**config.mk**
```make
export PLATFORM = sky130hd
export DESIGN_NAME = wildcard_glob_match
export DESIGN_NICKNAME = d
export VERILOG_FILES = /design/src/rtl/core/wgm_pkg.sv /design/src/rtl/core/wgm_mask.sv /design/src/rtl/core/wgm_nfa.sv /design/src/rtl/core/wildcard_glob_match.sv
export SDC_FILE = /design/constraint.sdc
export NUM_CORES = 1
export LEC_CHECK = 0
export ABC_AREA = 1
export BUFFER_PORTS_ARGS = -buffer_cell sky130_fd_sc_hd__buf_2
export CAP_MARGIN = 20
export CORE_ASPECT_RATIO = 1.75
export CORE_UTILIZATION = 55
export DETAILED_ROUTE_END_ITERATION = 8
export MAX_ROUTING_LAYER = met4
export PLACE_DENSITY = 0.75
export SKIP_CTS_REPAIR_TIMING = 1
export SYNTH_ARGS = -nofsm -noshare
export SYNTH_HDL_FRONTEND = slang
export SYNTH_SLANG_ARGS = --single-unit
```
**constraint.sdc**
```tcl
create_clock -name clk -period 9.15 [get_ports clk]
set_clock_uncertainty 0.05 [all_clocks]
set_input_delay 0 -clock clk [delete_from_list [all_inputs] [get_ports clk]]
set_output_delay 0 -clock clk [all_outputs]
set_load 0.01 [all_outputs]
```
**src/rtl/core/wgm_pkg.sv**
```systemverilog
package wgm_pkg;

	// default mask capacity
	localparam int MASK_MAX_DEF = 32;

	// wildcard characters
	localparam logic [7:0] STAR_CH  = 8'h2A;
	localparam logic [7:0] QMARK_CH = 8'h3F;

	// command codes carried in tuser
	typedef enum logic [1:0] {
		CMD_CLEAR  = 2'd0,
		CMD_APPEND = 2'd1,
		CMD_NAME   = 2'd2,
		CMD_END    = 2'd3
	} cmd_t;

	// mask store controls
	typedef struct packed {
		logic clear;
		logic append;
	} mask_ctrl_t;

	// position set controls
	typedef struct packed {
		logic restart;
		logic step;
	} nfa_ctrl_t;

endpackage

```
**src/rtl/core/wgm_mask.sv**
```systemverilog
// Mask character store with per-position star and literal-hit vectors.
module wgm_mask
	import wgm_pkg::*;
#(
	parameter int MASK_MAX = MASK_MAX_DEF
) (
	input  logic                             clk,
	input  logic                             arst_n,
	input  mask_ctrl_t                       ctrl,
	input  logic [7:0]                       sym,
	output logic [MASK_MAX:0]                star_vec,
	output logic [MASK_MAX:0]                lit_vec,
	output logic [$clog2(MASK_MAX+1)-1:0]    count,
	output logic                             overflow
);

	localparam int CNT_W  = $clog2(MASK_MAX + 1);
	localparam int ADDR_W = (MASK_MAX > 1) ? $clog2(MASK_MAX) : 1;

	logic [7:0]       char_q [MASK_MAX];
	logic [CNT_W-1:0] count_q;
	logic             ovf_q;
	logic             full;

	assign full     = (count_q == CNT_W'(MASK_MAX));
	assign count    = count_q;
	assign overflow = ovf_q;

	// fill count and sticky overflow
	always_ff @(posedge clk or negedge arst_n) begin
		if (!arst_n) begin
			count_q <= '0;
			ovf_q   <= 1'b0;
		end else if (ctrl.clear) begin
			count_q <= '0;
			ovf_q   <= 1'b0;
		end else if (ctrl.append) begin
			if (full) begin
				ovf_q <= 1'b1;
			end else begin
				count_q <= count_q + 1'b1;
			end
		end
	end

	// character write at the fill position
	always_ff @(posedge clk) begin
		if (ctrl.append && !full) begin
			char_q[count_q[ADDR_W-1:0]] <= sym;
		end
	end

	// per-position decode; positions at or past the count never hit
	always_comb begin
		star_vec = '0;
		lit_vec  = '0;
		for (int p = 0; p < MASK_MAX; p++) begin
			if (CNT_W'(p) < count_q) begin
				star_vec[p] = (char_q[p] == STAR_CH);
				lit_vec[p]  = (char_q[p] != STAR_CH) &&
				              ((char_q[p] == QMARK_CH) || (char_q[p] == sym));
			end
		end
	end

endmodule

```
**src/rtl/core/wgm_nfa.sv**
```systemverilog
// Active position set with star closure and one-character step.
module wgm_nfa
	import wgm_pkg::*;
#(
	parameter int MASK_MAX = MASK_MAX_DEF
) (
	input  logic                             clk,
	input  logic                             arst_n,
	input  nfa_ctrl_t                        ctrl,
	input  logic [MASK_MAX:0]                star_vec,
	input  logic [MASK_MAX:0]                lit_vec,
	input  logic [$clog2(MASK_MAX+1)-1:0]    count,
	output logic                             hit
);

	localparam int POS_W = MASK_MAX + 1;

	logic [POS_W-1:0] active_q;
	logic [POS_W-1:0] gen;
	logic [POS_W-1:0] carry;
	logic [POS_W-1:0] closed;
	logic [POS_W-1:0] lit_hit;
	logic [POS_W-1:0] nxt;

	// star closure as a carry chain: stars propagate, active stars generate
	assign gen     = star_vec & active_q;
	assign carry   = (star_vec + gen) ^ star_vec ^ gen;
	assign closed  = active_q | carry;

	// stars keep their position, literal hits move one up
	assign lit_hit = closed & lit_vec;
	assign nxt     = (closed & star_vec) | {lit_hit[POS_W-2:0], 1'b0};

	assign hit     = closed[count];

	always_ff @(posedge clk or negedge arst_n) begin
		if (!arst_n) begin
			active_q <= POS_W'(1);
		end else if (ctrl.restart) begin
			active_q <= POS_W'(1);
		end else if (ctrl.step) begin
			active_q <= nxt;
		end
	end

endmodule

```
**src/rtl/core/wildcard_glob_match.sv**
```systemverilog
// Channel  Dir  tdata                 tuser
// s_*      in   [7:0] symbol          [1:0] command
// m_*      out  [0] matched, 0 pad    [0] mask_overflow
//
// One word per cycle on s_* while no end-of-name word is stalled; a result word
// is valid once its end-of-name word has passed the input and result registers.
// The star closure is one carry chain across the position vector.
// An end-of-name word waits in the input register only while the result
// register is full and m_tready is low; other commands pass regardless.
// Reset (arst_n low) empties both registers, the mask and the overflow flag.
module wildcard_glob_match
	import wgm_pkg::*;
#(
	parameter int MASK_MAX = MASK_MAX_DEF
) (
	input  logic       clk,
	input  logic       arst_n,
	input  logic       s_tvalid,
	output logic       s_tready,
	input  logic [7:0] s_tdata,   // [7:0] symbol
	input  logic [1:0] s_tuser,   // [1:0] command
	output logic       m_tvalid,
	input  logic       m_tready,
	output logic [7:0] m_tdata,   // [0] matched, [7:1] zero
	output logic       m_tuser    // [0] mask_overflow
);

	localparam int CNT_W = $clog2(MASK_MAX + 1);

	logic             valid_s1;
	cmd_t             cmd_s1;
	logic [7:0]       sym_s1;
	logic             out_valid_q;
	logic             matched_q;
	logic             ovf_out_q;
	logic             advance;
	logic             is_end;
	mask_ctrl_t       mask_ctrl;
	nfa_ctrl_t        nfa_ctrl;
	logic [MASK_MAX:0] star_vec;
	logic [MASK_MAX:0] lit_vec;
	logic [CNT_W-1:0] count;
	logic             overflow;
	logic             hit;

	// handshake: end-of-name needs room in the result register
	assign is_end   = (cmd_s1 == CMD_END);
	assign advance  = valid_s1 && (!is_end || !out_valid_q || m_tready);
	assign s_tready = !valid_s1 || advance;

	// input register
	always_ff @(posedge clk or negedge arst_n) begin
		if (!arst_n) begin
			valid_s1 <= 1'b0;
		end else if (s_tready) begin
			valid_s1 <= s_tvalid;
		end
	end

	always_ff @(posedge clk) begin
		if (s_tvalid && s_tready) begin
			cmd_s1 <= cmd_t'(s_tuser);
			sym_s1 <= s_tdata;
		end
	end

	// command decode
	always_comb begin
		mask_ctrl = '0;
		nfa_ctrl  = '0;
		unique case (cmd_s1)
			CMD_CLEAR: begin
				mask_ctrl.clear  = advance;
				nfa_ctrl.restart = advance;
			end
			CMD_APPEND: begin
				mask_ctrl.append = advance;
			end
			CMD_NAME: begin
				nfa_ctrl.step = advance;
			end
			CMD_END: begin
				nfa_ctrl.restart = advance;
			end
			default: begin
				mask_ctrl = '0;
				nfa_ctrl  = '0;
			end
		endcase
	end

	wgm_mask #(
		.MASK_MAX (MASK_MAX)
	) u_mask (
		.clk      (clk),
		.arst_n   (arst_n),
		.ctrl     (mask_ctrl),
		.sym      (sym_s1),
		.star_vec (star_vec),
		.lit_vec  (lit_vec),
		.count    (count),
		.overflow (overflow)
	);

	wgm_nfa #(
		.MASK_MAX (MASK_MAX)
	) u_nfa (
		.clk      (clk),
		.arst_n   (arst_n),
		.ctrl     (nfa_ctrl),
		.star_vec (star_vec),
		.lit_vec  (lit_vec),
		.count    (count),
		.hit      (hit)
	);

	// result register
	always_ff @(posedge clk or negedge arst_n) begin
		if (!arst_n) begin
			out_valid_q <= 1'b0;
		end else if (advance && is_end) begin
			out_valid_q <= 1'b1;
		end else if (m_tready) begin
			out_valid_q <= 1'b0;
		end
	end

	always_ff @(posedge clk) begin
		if (advance && is_end) begin
			matched_q <= hit && !overflow;
			ovf_out_q <= overflow;
		end
	end

	assign m_tvalid = out_valid_q;
	assign m_tdata  = {7'b0, matched_q};
	assign m_tuser  = ovf_out_q;

endmodule

```
# Word-level counts from Yosys, hierarchy flattened

Memories as Yosys holds them, arrays and structs flattened.
Cells that the tools add are included.

Word-level logic and storage cells: 352
Memories kept: 1
Register bits: 54
Output and inout port bits: 11
RAM bits: 256
Input port bits: 14

Equal/unequal tests: 133
$lt $le $gt $ge: 33
Mux-type cells: 82
Bitwise gates (word level): 7
Reduce and logical (&&, ||, !) cells: 85
Add/sub/neg operators: 2

Memories:

| memory        | depth | width | read ports | clocked after Yosys merged registers in | wr ports | line           | text |
|---|---|---|---|---|---|---|---|
| u_mask.char_q | 32    | 8     | 32         | 0                                       | 1        | wgm_mask.sv:20 | `logic [7:0] char_q [MASK_MAX];` |

Operators with widths:

| kind                                                 | count |
|---|---|
| equality test 8 x 6 -> 1 bit (second input constant) | 64 |
| equality test 8 bit                                  | 32 |
| != test 8 x 6 -> 1 bit (second input constant)       | 32 |
| < comparator 5 x 6 -> 1 bit (first input constant)   | 16 |
| two-way mux 1 bit                                    | 76 |
| two-way mux 33 bit                                   | 2 |
| bitwise OR 33 bit                                    | 2 |
| < comparator 4 x 6 -> 1 bit (first input constant)   | 8 |
| logical AND 1 bit                                    | 37 |
| logical OR 1 bit                                     | 35 |
| adder 32 x 33 -> 33 bit                              | 1 |
| bitwise AND 32 x 33 -> 33 bit                        | 1 |
| bitwise AND 33 x 32 -> 33 bit                        | 1 |
| XOR 33 x 32 -> 33 bit                                | 1 |
| XOR 33 bit                                           | 1 |
| bitwise AND 32 bit                                   | 1 |
| < comparator 3 x 6 -> 1 bit (first input constant)   | 4 |
| two-way mux 6 bit                                    | 3 |
| < comparator 1 x 6 -> 1 bit (first input constant)   | 2 |
| < comparator 2 x 6 -> 1 bit (first input constant)   | 2 |
| nonzero test 2 bit                                   | 4 |
| < comparator 6 x 7 -> 1 bit (second input constant)  | 1 |
| adder 6 x 1 -> 6 bit (second input constant)         | 1 |
| binary-select mux 1 bit (select 6 bit)               | 1 |
| other kinds (8)                                      | 14 |

# Depth between registers and ports, before layout

An unclocked memory read counts as a cell.

Word-level depth: 12
Gate-level depth with buffers: 26
Depth with buffers taken out: 25

# Hierarchy

Synthesis repeated with hierarchy kept, for this count alone.

Cells, all modules: 2385
Area, all modules: 19099.6 um^2

Modules (own cells, without submodules):

| module              | cells an instance | times used | area each (um^2) | sequential area each (um^2) |
|---|---|---|---|---|
| wgm_mask            | 1579              | 1          | 14418.8          | 7862.5 |
| wgm_nfa             | 756               | 1          | 4060.1           | 827.0 |
| wildcard_glob_match | 50                | 1          | 620.6            | 410.4 |

# Worst setup path after synthesis

OpenSTA, ideal clock, no wires.

Kind: reg2reg
Start point: register u_mask.count_q[0] (netlist: u_mask.count[0])
End point: register matched_q (data pin)
Stages on the path, launching flop included: 27
Setup slack: 5888 ps
Data required time: 8847 ps
Setup time: 253 ps
Arrival time: 2959 ps
Path buffers: 2
Period minus slack after synthesis: 3262 ps
Path through: dfrtp_1 > clkbuf_1 > inv_1 > clkbuf_1 > ha_1 > inv_1 > o21ai_0 > nor2_1 > ha_1 > inv_1 > nand2_1 > nand2_1 > nand2_1 > nand2_1 > nand2_1 > nand3_1 > nand2_1 > nor2_1 > nand2_1 > nand2_1 > inv_1 > nand2_1 > nand2_1 > nand2_1 > nor2_1 > nor2_1 > nor2_1

Cells in the longest elaborated chain, start to end: 10
Elaborated cells on any way between the ends: 72
Classes of those cells: add/sub (1); order compare (32); mux (34); bitwise (4); reduce/logical (1)

RTL lines:

| what                                                      | line                       | text |
|---|---|---|
| from (decl)                                               | wgm_mask.sv:21             | `logic [CNT_W-1:0] count_q;` |
| from (signal assigned)                                    | wgm_mask.sv:41             | `count_q <= count_q + 1'b1;` |
| < comparator 1 x 6 -> 1 bit, or another cell as far along | wgm_mask.sv:58             | `if (CNT_W'(p) < count_q) begin` |
| two-way mux 1 bit                                         | wgm_mask.sv:58             |  |
| bitwise AND 32 x 33 -> 33 bit                             | wgm_nfa.sv:26              | `assign gen = star_vec & active_q;` |
| adder 32 x 33 -> 33 bit                                   | wgm_nfa.sv:27              | `assign carry = (star_vec + gen) ^ star_vec ^ gen;` |
| XOR 33 x 32 -> 33 bit                                     | wgm_nfa.sv:27              |  |
| XOR 33 bit                                                | wgm_nfa.sv:27              |  |
| bitwise OR 33 bit                                         | wgm_nfa.sv:28              | `assign closed = active_q \| carry;` |
| binary-select mux 1 bit (select 6 bit) (*)                | wgm_nfa.sv:34              | `assign hit = closed[count];` |
| two-way mux 1 bit (not written as such) (*)               | wgm_nfa.sv:34              |  |
| logical AND 1 bit (*)                                     | wildcard_glob_match.sv:130 | `matched_q <= hit && !overflow;` |
| to (signal assigned)                                      | wildcard_glob_match.sv:130 |  |
| to (decl)                                                 | wildcard_glob_match.sv:34  | `logic matched_q;` |

Mark *: on every way between the ends. The rest lies on a longest branch, timed or not. The select of a mux whose other input is x is not followed.
A chain may end at the register's enable or synchronous reset.

# Worst setup path after layout

Ends and elaborated chain as after synthesis.

==> out/qor.yml <==
clock_tree:
  clock_path_buffers: 3
  cts_buffers: 29
  h-tree-depth: 1
  cts_sinks: 310
  root_buffer: "clkbuf_16"
  clk_latency_ns: 0.62
  clk_pin_slew_worst_paths_ns: 0.08
  tritoncts: "done"
placed_design:
  port_buffers: 17
  routabilityCongestion: 1.09
  dp_slack_ns: 4.79
  hpwl_um: 49800
pwr:
  ir_drop_mv: 0.197
  combPwrFrac_pct: 9.9
  internal_power_mw: 2.31
  pwr-share-clk_pct: 39.6
  swShare_pct: 25.8
  p_sw_uw: 804
  p_per_area_nw_per_um2: 149
  p_leak_nw: 8.33
  seqPwrFrac_pct: 50.5
sta:
  finalSetupViolCount: 0
  max_freq_mhz: 222
  max-slew-margin-rel_pct: 34.3
  final.period_utilization_pct: 49.3
  hold_viol_final: 0
  setup_slack_ns: 4.64
  rsz0062_at_grt: "no"
  worst_slew_pin_slew_ns: 0.983
  period_needed_ns: 4.51
  finalSetupTns_ns: 0
  final_max_slew_viol_count: 0
logic_synthesis:
  synth_top_family_by_area: "simple AND/OR/NAND/NOR gates"
  synth_xor_xnor_area_share_pct: 6.57
  ys_warn_count: 0
  synth_area_per_cell_um2: 8.00
  synth_cell_type_count: 53
  synth_edf_count: 268
  synth.area.mux_share_pct: 0
  synth-simple-area-share_pct: 31.0
  synthArstFlopShare_pct: 13.5
  synth-compound-area-share_pct: 7.14
  syn_inst: 2400
  synth_fa_ha_area_share_pct: 0.652
  netlist_area_um2: 19200
  synth_seq_area_share_pct: 47.4
  synth_seq_cells: 310
  yosys_most_used_dff: "edfxtp_1"
global_route:
  track_usage_pct: 39.8
  overflow: 0
  grt_pass1_vias: 17500
  grt_max_degree: 58
  grt_pass1_wl_um: 99900
  antenna_found_initial: 0
  use_met3_pct: 5.59
  grt_util_met1_pct: 39.4
  grtUsageMet2_pct: 67.5
  grt_busiest_layer: "met2"
drt:
  route.detailed.drc: 0
  drt_iter0_drc: 1515
  vias: 17500
  post_drt_wl_per_cell_um: 23.3
  avgViaCountPerCell: 6.03
  ant_nets: 0
  dr.pass1.iters: 5
  routed_wl_um: 67800
worst_hold_path:
  hold_class: "input port to async pin"
worst_setup_path:
  worstPathCellList: "inv_1 -> ha_1 -> inv_1 -> nand2_1 -> o21ai_0 -> nand3_1 -> nor2_1 -> nand2_1 -> nor3_1 -> nand4_1 -> nand2_1 -> nand2_1 -> nand3_1 -> a21oi_1 -> nor2_1 -> nor2_1 -> nor2_1"
  crit_path_max_incr_delay_ns: 0.67
  rrSetupSlack_ns: 4.64
  r2r-end: "matched_q"
  critPathMaxFanout: 14
  rr_worst_depth: 17
  start_kind: "flip-flop"
  critPathRequiredTime_ns: 9.55
  end_kind: "flip-flop"
  worst-setup-path-type: "flip-flop to flip-flop"
  rr_startpoint: "u_mask.count[0]"
  cp.arrival_ns: 4.92
  cp_slowest_cell: "dfrtp_1"
floorplanning:
  placementRows: 90
  die_w_um: 143
  core_um2: 34500
  initial_core_util_pct: 55.7
  dieArea_um2: 35700
  die_height_um: 249
  io-pin-count: 25
cells_and_area:
  diodes: 0
  drive_above_1_share_pct: 6.33
  final_cell_mix: "619 x nand2_1, 331 x nor2_1, 282 x inv_1"
  finalCoreUtilization_pct: 60.6
  areaGrowthSynthToFinish_pct: 8.77
  mostFrequentLayoutCell: "nand2_1"
  fill_cells: 3056
  nets: 2452
run:
  cap_violations: 0
status:
  status: "finished, final reports clean"
==> per-stage QoR <==
step                hold WS [ns]  power (mW)  std cells  instance area [µm²]
detailed placement         0.122        1.90       2842                19800
floorplan                 -0.346        1.79       2406                19200
finish                    0.0237        3.12       2910                20900
global route              0.0821        3.19       2910                20900
global placement           0.126        1.89       2841                19800
CTS                       -0.507        3.11       2895                20700
==> how the worst max path moves through the flow <==
stage	slack, ns	endpoint	from
3_3_place_gp	4.73	u_mask.char_q[31][0]	u_mask.count[0]
2_1_floorplan	5.89	matched_q	u_mask.count[0]
5_1_grt	4.46	matched_q	u_mask.count[0]
6_report	4.64	matched_q	u_mask.count[0]
3_5_place_dp	4.79	matched_q	u_mask.count[0]
4_1_cts	4.78	matched_q	u_mask.count[0]
==> sequential cells by signal, summed over array words and instances, names as in the netlist <==
signal           cells
sym_s1               8
valid_s1             1
cmd_s1               2
u_mask.char_q      256
m_tvalid             1
u_nfa.active_q      33
m_tuser              1
matched_q            1
u_mask.count         6
u_mask.overflow      1
==> per-layer routing <==
layer | up-vias | part of all wire, %
li1 | 8075 | -
met2 | 878 | 50
met5 | - | 0
met3 | 334 | 6.6
met4 | 0 | 9.8
met1 | 8262 | 33
==> critical path: cells and delay by family (launching register included) <==
family                     cells  cell delay [ns]
AOI/OAI and AO/OA              2             0.55
buffers and inverters          2             0.60
DFF                            1             0.67
adders and majority gates      1             0.45
and+or+nand+nor               12             2.03
==> cell usage after synthesis, types with 15 or more instances <==
cell type	count	area, µm²
nand2_1	619	2320
nor2_1	332	1250
inv_1	282	1060
edfxtp_1	268	8050
nand3_1	191	956
xnor2_1	117	1020
nand4_1	104	651
o21ai_0	69	345
a21oi_1	54	270
or2_2	49	307
clkbuf_1	42	158
dfrtp_1	41	1030
nor3_1	33	165
xor2_1	27	236
nor4_1	19	119
o32ai_1	16	140
o2111ai_1	15	131
==> cell type report <==
class / count / area (µm²) / share of cell area, %
sequential: 310 / 9100 / 43.6
multi-input combinational: 1745 / 8740 / 41.9
inverter: 287 / 1080 / 5.16
clock buffer: 32 / 737 / 3.53
tap: 460 / 576 / 2.76
timing repair buffer: 55 / 420 / 2.01
clock inverter: 21 / 224 / 1.07
==> kinds of logic (layout without fill, tap and decap cells) <==
group           count (synthesis)  after routing
flops                         310            310
other cells                     1              7
xor+xnor                      144            144
simple gates                 1371           1371
fa+ha+maj                      10             10
buf+inv                       351            395
compound gates                213            213
==> power groups by stage <==
stage          combinational [mW]  clock, mW  sequential, mW
3_5_place_dp                0.295          0            1.60
2_1_floorplan               0.190          0            1.60
4_1_cts                     0.296       1.24            1.57
6_report                    0.307       1.23            1.57
5_1_grt                     0.332       1.29            1.57
3_3_place_gp                0.291          0            1.60
No activity file was read; power rests on OpenSTA's default activity.
